$ cat src/sv/tlt_pkg.sv
// Shared constants, codes and controller/datapath interface types for the tabu list table.
`default_nettype none
package tlt_pkg;

    localparam int DEPTH     = 16;
    localparam int NODE_BITS = 10;
    localparam int CNT_W     = $clog2(DEPTH + 1);
    localparam int TEN_W     = 8;
    localparam int CAP_W     = 5;
    localparam int COUNT_W   = 5;
    localparam int CMD_W     = 3;
    localparam int CFG_W     = 8;
    localparam int CMP_W     = (CNT_W > CAP_W) ? CNT_W : CAP_W;

    localparam logic [TEN_W-1:0] TENURE_RST   = TEN_W'(7);
    localparam logic [CAP_W-1:0] CAPACITY_RST = CAP_W'(16);

    typedef enum logic [CMD_W-1:0] {
        CMD_ADD    = 3'd0,
        CMD_TICK   = 3'd1,
        CMD_FIND   = 3'd2,
        CMD_FINDRM = 3'd3,
        CMD_CLEAR  = 3'd4
    } t_cmd;

    typedef enum logic {
        CFG_TENURE   = 1'b0,
        CFG_CAPACITY = 1'b1
    } t_cfg_idx;

    typedef struct packed {
        logic capture;
        logic mark;
        logic squeeze;
        logic evict;
        logic append;
        logic clear;
        logic load_out;
    } t_dp_cmd;

    typedef struct packed {
        logic             any_kill;
        logic             full;
        logic             out_free;
        logic [CMD_W-1:0] cmd;
    } t_dp_stat;

endpackage
`default_nettype wire

$ cat src/sv/tlt_ctrl.sv
// Sequencer for the tabu list table: steps each command word through the datapath.
`default_nettype none
module tlt_ctrl (
    input  wire               i_clk,
    input  wire               i_rst_n,
    input  wire               i_valid,
    output logic              o_ready,
    input  tlt_pkg::t_dp_stat i_stat,
    output tlt_pkg::t_dp_cmd  o_cmd
);
    import tlt_pkg::*;

    typedef enum logic [4:0] {
        S_IDLE    = 5'b00001,
        S_MARK    = 5'b00010,
        S_SQUEEZE = 5'b00100,
        S_ADD     = 5'b01000,
        S_DONE    = 5'b10000
    } t_state;

    t_state r_state, n_state;

    always_comb begin
        n_state = r_state;
        o_cmd   = '0;
        o_ready = 1'b0;
        unique case (r_state)
            S_IDLE: begin
                o_ready = 1'b1;
                if (i_valid) begin
                    o_cmd.capture = 1'b1;
                    n_state       = S_MARK;
                end
            end
            S_MARK: begin
                o_cmd.mark = 1'b1;
                priority if (i_stat.cmd == CMD_ADD) begin
                    n_state = S_ADD;
                end else if (i_stat.cmd == CMD_TICK || i_stat.cmd == CMD_FINDRM) begin
                    n_state = S_SQUEEZE;
                end else if (i_stat.cmd == CMD_CLEAR) begin
                    o_cmd.clear = 1'b1;
                    n_state     = S_DONE;
                end else begin
                    n_state = S_DONE;
                end
            end
            S_SQUEEZE: begin
                // drop one marked entry per cycle
                if (i_stat.any_kill) begin
                    o_cmd.squeeze = 1'b1;
                end else begin
                    n_state = S_DONE;
                end
            end
            S_ADD: begin
                if (i_stat.full) begin
                    o_cmd.evict = 1'b1;
                end else begin
                    o_cmd.append = 1'b1;
                    n_state      = S_DONE;
                end
            end
            S_DONE: begin
                if (i_stat.out_free) begin
                    o_cmd.load_out = 1'b1;
                    n_state        = S_IDLE;
                end
            end
            default: begin
                n_state = S_IDLE;
            end
        endcase
    end

    always_ff @(posedge i_clk) begin
        if (!i_rst_n) begin
            r_state <= S_IDLE;
        end else begin
            r_state <= n_state;
        end
    end

endmodule
`default_nettype wire

$ cat src/sv/tlt_dp.sv
// Datapath of the tabu list table: entry cells, compare, compaction shift and result register.
`default_nettype none
module tlt_dp (
    input  wire                           i_clk,
    input  wire                           i_rst_n,
    input  tlt_pkg::t_dp_cmd              i_cmd,
    output tlt_pkg::t_dp_stat             o_stat,
    input  wire                           i_cfg_we,
    input  wire                           i_cfg_idx,
    input  wire [tlt_pkg::CFG_W-1:0]      i_cfg_data,
    input  wire [tlt_pkg::CMD_W-1:0]      i_cmd_word,
    input  wire [tlt_pkg::NODE_BITS-1:0]  i_node_a,
    input  wire [tlt_pkg::NODE_BITS-1:0]  i_node_b,
    output logic                          o_valid,
    input  wire                           i_ready,
    output logic                          o_hit,
    output logic [tlt_pkg::COUNT_W-1:0]   o_count
);
    import tlt_pkg::*;

    logic [TEN_W-1:0]     r_tenure;
    logic [CAP_W-1:0]     r_capacity;
    logic [CMD_W-1:0]     r_cmd;
    logic [NODE_BITS-1:0] r_a, r_b;

    logic [NODE_BITS-1:0] r_first  [DEPTH];
    logic [NODE_BITS-1:0] r_second [DEPTH];
    logic [TEN_W-1:0]     r_rem    [DEPTH];
    logic [NODE_BITS-1:0] n_first  [DEPTH];
    logic [NODE_BITS-1:0] n_second [DEPTH];
    logic [TEN_W-1:0]     n_rem    [DEPTH];
    logic [NODE_BITS-1:0] up_first  [DEPTH];
    logic [NODE_BITS-1:0] up_second [DEPTH];
    logic [TEN_W-1:0]     up_rem    [DEPTH];
    logic [DEPTH-1:0]     r_kill, n_kill, up_kill;
    logic [DEPTH-1:0]     prefix, shift_en;
    logic [CNT_W-1:0]     r_count, n_count;
    logic                 r_hit, n_hit;
    logic                 r_out_valid;
    logic [COUNT_W-1:0]   r_out_count;

    logic [CMP_W-1:0]     cap_ext, cap_eff, cnt_ext;
    logic                 is_tick, is_find, is_findrm;
    logic [DEPTH-1:0]     valid_mask, pair_match, node_touch;

    // neighbor above each cell, for the shift-down compaction
    genvar g;
    generate
        for (g = 0; g < DEPTH; g++) begin : g_up
            if (g < DEPTH - 1) begin : g_mid
                assign up_first[g]  = r_first[g+1];
                assign up_second[g] = r_second[g+1];
                assign up_rem[g]    = r_rem[g+1];
                assign up_kill[g]   = r_kill[g+1];
            end else begin : g_top
                assign up_first[g]  = '0;
                assign up_second[g] = '0;
                assign up_rem[g]    = '0;
                assign up_kill[g]   = 1'b0;
            end
        end
    endgenerate

    assign is_tick   = (r_cmd == CMD_TICK);
    assign is_find   = (r_cmd == CMD_FIND);
    assign is_findrm = (r_cmd == CMD_FINDRM);

    always_comb begin
        cap_ext = CMP_W'(r_capacity);
        cnt_ext = CMP_W'(r_count);
        priority if (cap_ext == '0) begin
            cap_eff = CMP_W'(1);
        end else if (cap_ext > CMP_W'(DEPTH)) begin
            cap_eff = CMP_W'(DEPTH);
        end else begin
            cap_eff = cap_ext;
        end
    end

    always_comb begin
        for (int i = 0; i < DEPTH; i++) begin
            valid_mask[i] = (CNT_W'(i) < r_count);
            pair_match[i] = valid_mask[i] &&
                            ((r_first[i] == r_a && r_second[i] == r_b) ||
                             (r_first[i] == r_b && r_second[i] == r_a));
            node_touch[i] = valid_mask[i] &&
                            (r_first[i] == r_a || r_first[i] == r_b ||
                             r_second[i] == r_a || r_second[i] == r_b);
        end
    end

    // on squeeze the lowest marked entry and everything above it move down one place; on evict all do
    always_comb begin
        logic acc;
        acc = 1'b0;
        for (int i = 0; i < DEPTH; i++) begin
            acc       = acc | r_kill[i];
            prefix[i] = acc;
        end
        shift_en = i_cmd.evict ? '1 : (i_cmd.squeeze ? prefix : '0);
    end

    always_comb begin
        for (int i = 0; i < DEPTH; i++) begin
            n_first[i]  = r_first[i];
            n_second[i] = r_second[i];
            n_rem[i]    = r_rem[i];
            n_kill[i]   = r_kill[i];
            if (i_cmd.mark) begin
                if (is_tick) begin
                    n_kill[i] = valid_mask[i] && (r_rem[i] <= TEN_W'(1));
                    if (valid_mask[i] && r_rem[i] > TEN_W'(1)) begin
                        n_rem[i] = r_rem[i] - TEN_W'(1);
                    end
                end else if (is_findrm) begin
                    n_kill[i] = node_touch[i];
                end else begin
                    n_kill[i] = 1'b0;
                end
            end else if (shift_en[i]) begin
                n_first[i]  = up_first[i];
                n_second[i] = up_second[i];
                n_rem[i]    = up_rem[i];
                n_kill[i]   = up_kill[i];
            end
            if (i_cmd.append && CNT_W'(i) == r_count) begin
                n_first[i]  = r_a;
                n_second[i] = r_b;
                n_rem[i]    = r_tenure;
            end
        end
    end

    always_comb begin
        n_count = r_count;
        priority if (i_cmd.clear) begin
            n_count = '0;
        end else if (i_cmd.squeeze || i_cmd.evict) begin
            n_count = r_count - CNT_W'(1);
        end else if (i_cmd.append) begin
            n_count = r_count + CNT_W'(1);
        end
        n_hit = r_hit;
        if (i_cmd.mark) begin
            n_hit = (is_find && (|pair_match)) || (is_findrm && (|node_touch));
        end
    end

    always_ff @(posedge i_clk) begin
        for (int i = 0; i < DEPTH; i++) begin
            r_first[i]  <= n_first[i];
            r_second[i] <= n_second[i];
            r_rem[i]    <= n_rem[i];
        end
        r_hit <= n_hit;
        if (i_cmd.capture) begin
            r_cmd <= i_cmd_word;
            r_a   <= i_node_a;
            r_b   <= i_node_b;
        end
        if (i_cmd.load_out) begin
            r_out_count <= cnt_ext[COUNT_W-1:0];
        end
    end

    always_ff @(posedge i_clk) begin
        if (!i_rst_n) begin
            r_count     <= '0;
            r_kill      <= '0;
            r_tenure    <= TENURE_RST;
            r_capacity  <= CAPACITY_RST;
            r_out_valid <= 1'b0;
        end else begin
            r_count <= n_count;
            r_kill  <= n_kill;
            if (i_cfg_we) begin
                unique case (t_cfg_idx'(i_cfg_idx))
                    CFG_TENURE:   r_tenure   <= i_cfg_data[TEN_W-1:0];
                    CFG_CAPACITY: r_capacity <= i_cfg_data[CAP_W-1:0];
                    default:      r_tenure   <= r_tenure;
                endcase
            end
            if (i_cmd.load_out) begin
                r_out_valid <= 1'b1;
            end else if (i_ready) begin
                r_out_valid <= 1'b0;
            end
        end
    end

    always_ff @(posedge i_clk) begin
        if (i_cmd.load_out) begin
            o_hit <= r_hit;
        end
    end

    assign o_valid         = r_out_valid;
    assign o_count         = r_out_count;
    assign o_stat.any_kill = |r_kill;
    assign o_stat.full     = (cnt_ext >= cap_eff);
    assign o_stat.out_free = !r_out_valid || i_ready;
    assign o_stat.cmd      = r_cmd;

endmodule
`default_nettype wire

$ cat src/sv/tabu_list_table_core.sv
// Top level of the tabu list table: controller and datapath joined by command and status.
//
// Usage: one command word enters on i_valid/o_ready (i_cmd, i_node_a, i_node_b) and
// exactly one result word leaves on o_valid/i_ready (o_hit, o_count). Commands are
// add, tick, find, find-and-remove and clear; unknown codes change nothing, hit 0.
// Configuration (tenure, capacity) is written through i_cfg_we/i_cfg_idx/i_cfg_data
// while the block is idle; there is no read-back.
//
// Steps, from the accept to the next accept: find, clear and unknown codes pass
// through capture, mark and done; tick and find-and-remove add a squeeze step in
// which the compaction shifter drops one entry per cycle until none is marked; add
// takes an add step that evicts the oldest entries one at a time while the table
// is full (normally none or one), then appends. The result word shows on o_valid in the cycle after the last step.
//
// The result sits in an output register, so a new command word is taken while the
// previous result still waits. If the receiver stalls, hold the next result inside
// until the output register is free; the input then stops after one more word.
// Reset (synchronous, active low) empties the table, restores tenure 7 and capacity
// 16 and drops any pending result. Entry contents need no clearing pass.
`default_nettype none
module tabu_list_table_core (
    input  wire                           i_clk,
    input  wire                           i_rst_n,
    input  wire                           i_cfg_we,
    input  wire                           i_cfg_idx,
    input  wire [tlt_pkg::CFG_W-1:0]      i_cfg_data,
    input  wire                           i_valid,
    output logic                          o_ready,
    input  wire [tlt_pkg::CMD_W-1:0]      i_cmd,
    input  wire [tlt_pkg::NODE_BITS-1:0]  i_node_a,
    input  wire [tlt_pkg::NODE_BITS-1:0]  i_node_b,
    output logic                          o_valid,
    input  wire                           i_ready,
    output logic                          o_hit,
    output logic [tlt_pkg::COUNT_W-1:0]   o_count
);
    import tlt_pkg::*;

    t_dp_cmd  dp_cmd;
    t_dp_stat dp_stat;

    // sequencer: one step of the datapath per cycle
    tlt_ctrl u_ctrl (
        .i_clk   (i_clk),
        .i_rst_n (i_rst_n),
        .i_valid (i_valid),
        .o_ready (o_ready),
        .i_stat  (dp_stat),
        .o_cmd   (dp_cmd)
    );

    // entry cells, parallel compare, shift-down compaction, result register
    tlt_dp u_dp (
        .i_clk      (i_clk),
        .i_rst_n    (i_rst_n),
        .i_cmd      (dp_cmd),
        .o_stat     (dp_stat),
        .i_cfg_we   (i_cfg_we),
        .i_cfg_idx  (i_cfg_idx),
        .i_cfg_data (i_cfg_data),
        .i_cmd_word (i_cmd),
        .i_node_a   (i_node_a),
        .i_node_b   (i_node_b),
        .o_valid    (o_valid),
        .i_ready    (i_ready),
        .o_hit      (o_hit),
        .o_count    (o_count)
    );

endmodule
`default_nettype wire

$ cat config.mk
export PLATFORM = sky130hd
export DESIGN_NAME = tabu_list_table_core
export DESIGN_NICKNAME = d
export VERILOG_FILES = /design/src/sv/tlt_pkg.sv /design/src/sv/tlt_ctrl.sv /design/src/sv/tlt_dp.sv /design/src/sv/tabu_list_table_core.sv
export SDC_FILE = /design/constraint.sdc
export NUM_CORES = 2
export LEC_CHECK = 0
export ABC_AREA = 1
export BUFFER_PORTS_ARGS = -buffer_cell sky130_fd_sc_hd__buf_2
export CORE_ASPECT_RATIO = 0.9
export CORE_MARGIN = 5
export CORE_UTILIZATION = 55
export CTS_CLUSTER_DIAMETER = 200
export DETAILED_ROUTE_END_ITERATION = 12
export PLACE_DENSITY = 0.76
export SETUP_SLACK_MARGIN = 0.02
export SYNTH_ARGS = -nofsm -noshare
export SYNTH_HDL_FRONTEND = slang
export SYNTH_SLANG_ARGS = --single-unit
$ cat constraint.sdc
create_clock -name i_clk -period 4.3 [get_ports i_clk]
set_clock_uncertainty 0.15 [all_clocks]
set_input_delay 0.86 -clock i_clk [delete_from_list [all_inputs] [get_ports i_clk]]
set_output_delay 0.86 -clock i_clk [all_outputs]
set_load 0.01 [all_outputs]
==> metrics <==
crit end category=flop; fraction of layout cells with a size suffix above 1=0.0636; Peak VDD IR=0.313 mV; first-pass GRT wire length=146000 µm; LEAKAGE=16.2 nW; Max clock buf depth=3; Netlist cell types=51; FILL cells=5392; top_reg_cell synth=edfxtp_1; First-pass DRT Iterations=12; CTS sink count=518; total number of vias=29800; Power Dens Cells=310 nW/µm²; CP Data Required Time=4.42 ns; CTS clk-pin slew, worst paths=0.06 ns; Fin. Hold Viols=0; Post-synth EDFFs=478; vias in the first global route=27600; Pwr Total=11.6 mW; antenna violations before repair=0; Worst Tran Pin Value=1.21 ns; initial core utilization=0.556; DP HPWL=65000 µm; Vias/cell=5.62; Worst-Skew Late Latency=0.64 ns; min-delay worst type=input port to flop; Worst Hold Slack=0.242 ns; multi-input logic area=17300 µm²; Mapped Area=34900 µm²; Setup TNS=0 ns; Die Width=276 µm; largest net degree at the start of global routing=139; CTS tree=built; Top Ports=45; die area=68600 µm²; area grow syn2layout=7.45%; RSZ-0062 raised after global routing=no; Final ANT Viol Nets=0; postcts setup bufs=0; initial DRC count=3529; max_slew headroom=0.195; WL/cell=17.6 µm; DRC=0; GRT Overall Usage=0.263; FF+latch area=15200 µm²; CP Max Fanout=58; FP Rows=87; Post-CTS Hold Fix Bufs=0; post-synthesis register bit count=518; Layout Nets=4497; CTS resizes=0; final WL=93200 µm; outcome=complete, no violations; core area=62800 µm²; CTS Root Cell=clkbuf_16; most frequent cells in the layout=nand2_1, nor2_1, edfxtp_1; max-cap viol count=0; global route overflow=0; fin. max-slew vios=0; register area share after synthesis=0.434; Mapped Cells=4485; Placer Congestion=0.975; PortBufs=44; minimum clock period=3.82 ns; Tcrit/Tclk final=0.888; WP data arrival=3.94 ns; chip height=249 µm; element type at the critical path start=flop; synthesis warning total=0; H-tree Lvls=2; Num CTS Buffers=56; Setup CP Type=flop to flop; Mapped Nets=4564; Final Util=0.597; Async S/R FF share, synth=0; Avg Synthesized Cell Area=7.78 µm²; f_max=262 MHz; commonest non-fill, non-tap cell in the layout=nand2_1; setup violators final=0
## logic make-up (layout without fill, tap and decap cells)
kind of cell | Yosys count | count (layout) | synth area share
adders and majority gates | 42 | 42 | 0.0151
and+or+nand+nor | 2216 | 2216 | 0.260
AOI/OAI and AO/OA | 635 | 635 | 0.103
xor gates and xnor gates | 468 | 468 | 0.117
other | 0 | 2 | 0
buffers and inverters | 606 | 584 | 0.0697
DFF | 518 | 518 | 0.434
## routing by layer
metal / global-route usage / wire length, µm / vias to the layer above
met5: 0 / 0 / -
li1: - / - / 14600
met2: 0.417 / 42200 / 1303
met1: 0.367 / 39300 / 13700
met3: 0.0454 / 8710 / 199
met4: 0.0878 / 3090 / 0
## stage by stage
step | instance area (µm²) | setup slack [ns] | cells
2_1_floorplan | 34900 | 0.886 | 4485
3_3_place_gp | 35800 | 0.729 | 5205
3_5_place_dp | 35800 | 0.671 | 5205
4_1_cts | 37500 | 0.641 | 5308
5_1_grt | 37500 | 0.297 | 5308
6_report | 37500 | 0.483 | 5310
## path summary, 6_finish.rpt
path                                      start  cells past startpoint  slack (ns)           endpoint
worst max-delay path            u_dp.cnt_ext[0]                     10        0.48  u_dp.r_rem[0][23]
worst min-delay path                i_node_b[8]                      1        0.24        u_dp.r_b[8]
worst max register to register  u_dp.cnt_ext[0]                     10        0.48  u_dp.r_rem[0][23]
worst min register to register   u_dp.r_kill[4]                      2        0.33     u_dp.r_kill[4]
## registers in the layout, indices dropped and copies added (netlist names), 3 cells and up
signal,count
u_dp.r_first,160
u_dp.r_second,160
u_dp.r_rem,128
u_dp.r_kill,16
u_dp.r_a,10
u_dp.r_b,10
u_dp.r_tenure,8
u_ctrl.r_state,5
u_dp.cap_ext,5
u_dp.cnt_ext,5
u_dp.o_count,5
u_dp.r_cmd,3
## synthesized netlist by cell type, types with 2 or more instances
cell type | instances | area [µm²]
xnor2_1 | 141 | 1230
inv_1 | 335 | 1260
nor2_4 | 2 | 22.5
a31oi_1 | 10 | 62.6
o2111ai_1 | 6 | 52.6
nor2_1 | 525 | 1970
nand4_2 | 2 | 25.0
buf_2 | 90 | 450
o221ai_1 | 35 | 307
o211ai_2 | 5 | 62.6
o32ai_1 | 3 | 26.3
edfxtp_1 | 478 | 14400
nand2_1 | 1278 | 4800
nor2_2 | 5 | 31.3
buf_1 | 18 | 67.6
or2_2 | 37 | 231
buf_4 | 3 | 22.5
nand4_1 | 52 | 325
dfxtp_1 | 40 | 801
nand3_2 | 7 | 70.1
buf_6 | 4 | 45.0
nand3b_1 | 7 | 52.6
nor3_2 | 2 | 20.0
clkbuf_1 | 141 | 529
o21ai_2 | 3 | 26.3
o21ai_0 | 424 | 2120
a31o_2 | 2 | 17.5
xor2_1 | 327 | 2860
o211ai_1 | 51 | 383
nor3_1 | 38 | 190
o21ai_1 | 10 | 50.1
o221ai_2 | 3 | 45.0
nor4_1 | 10 | 62.6
a21oi_1 | 67 | 335
o31ai_1 | 6 | 45.0
clkinv_1 | 6 | 22.5
inv_2 | 7 | 26.3
o22ai_1 | 4 | 25.0
ha_1 | 42 | 526
nand3_1 | 248 | 1240
## worst max-delay path, cell delays in order (launching register included)
cell	delay, ns
dfxtp_1	0.70
inv_1	0.16
ha_1	0.32
nand2_1	0.06
inv_1	0.04
nand4_1	0.07
o2111ai_1	0.16
nor2_2	0.56
nand4_1	0.43
buf_4	0.41
nand3_1	0.39
## power by group
part / total [mW] / switching (mW) / internal (mW)
combinational: 1.52 / 1.06 / 0.457
clock: 4.59 / 2.06 / 2.53
sequential: 5.54 / 0.0408 / 5.49
## layout make-up
class	count	area share
flip-flops and latches	518	0.404
inverters	349	0.0351
repair buffers	132	0.0245
diodes	2	0.000133
clock inverters	28	0.00480
well taps	845	0.0282
multi-input cells	3361	0.463
clock buffers	75	0.0406
Note: power is estimated with default switching activity, not from simulation.
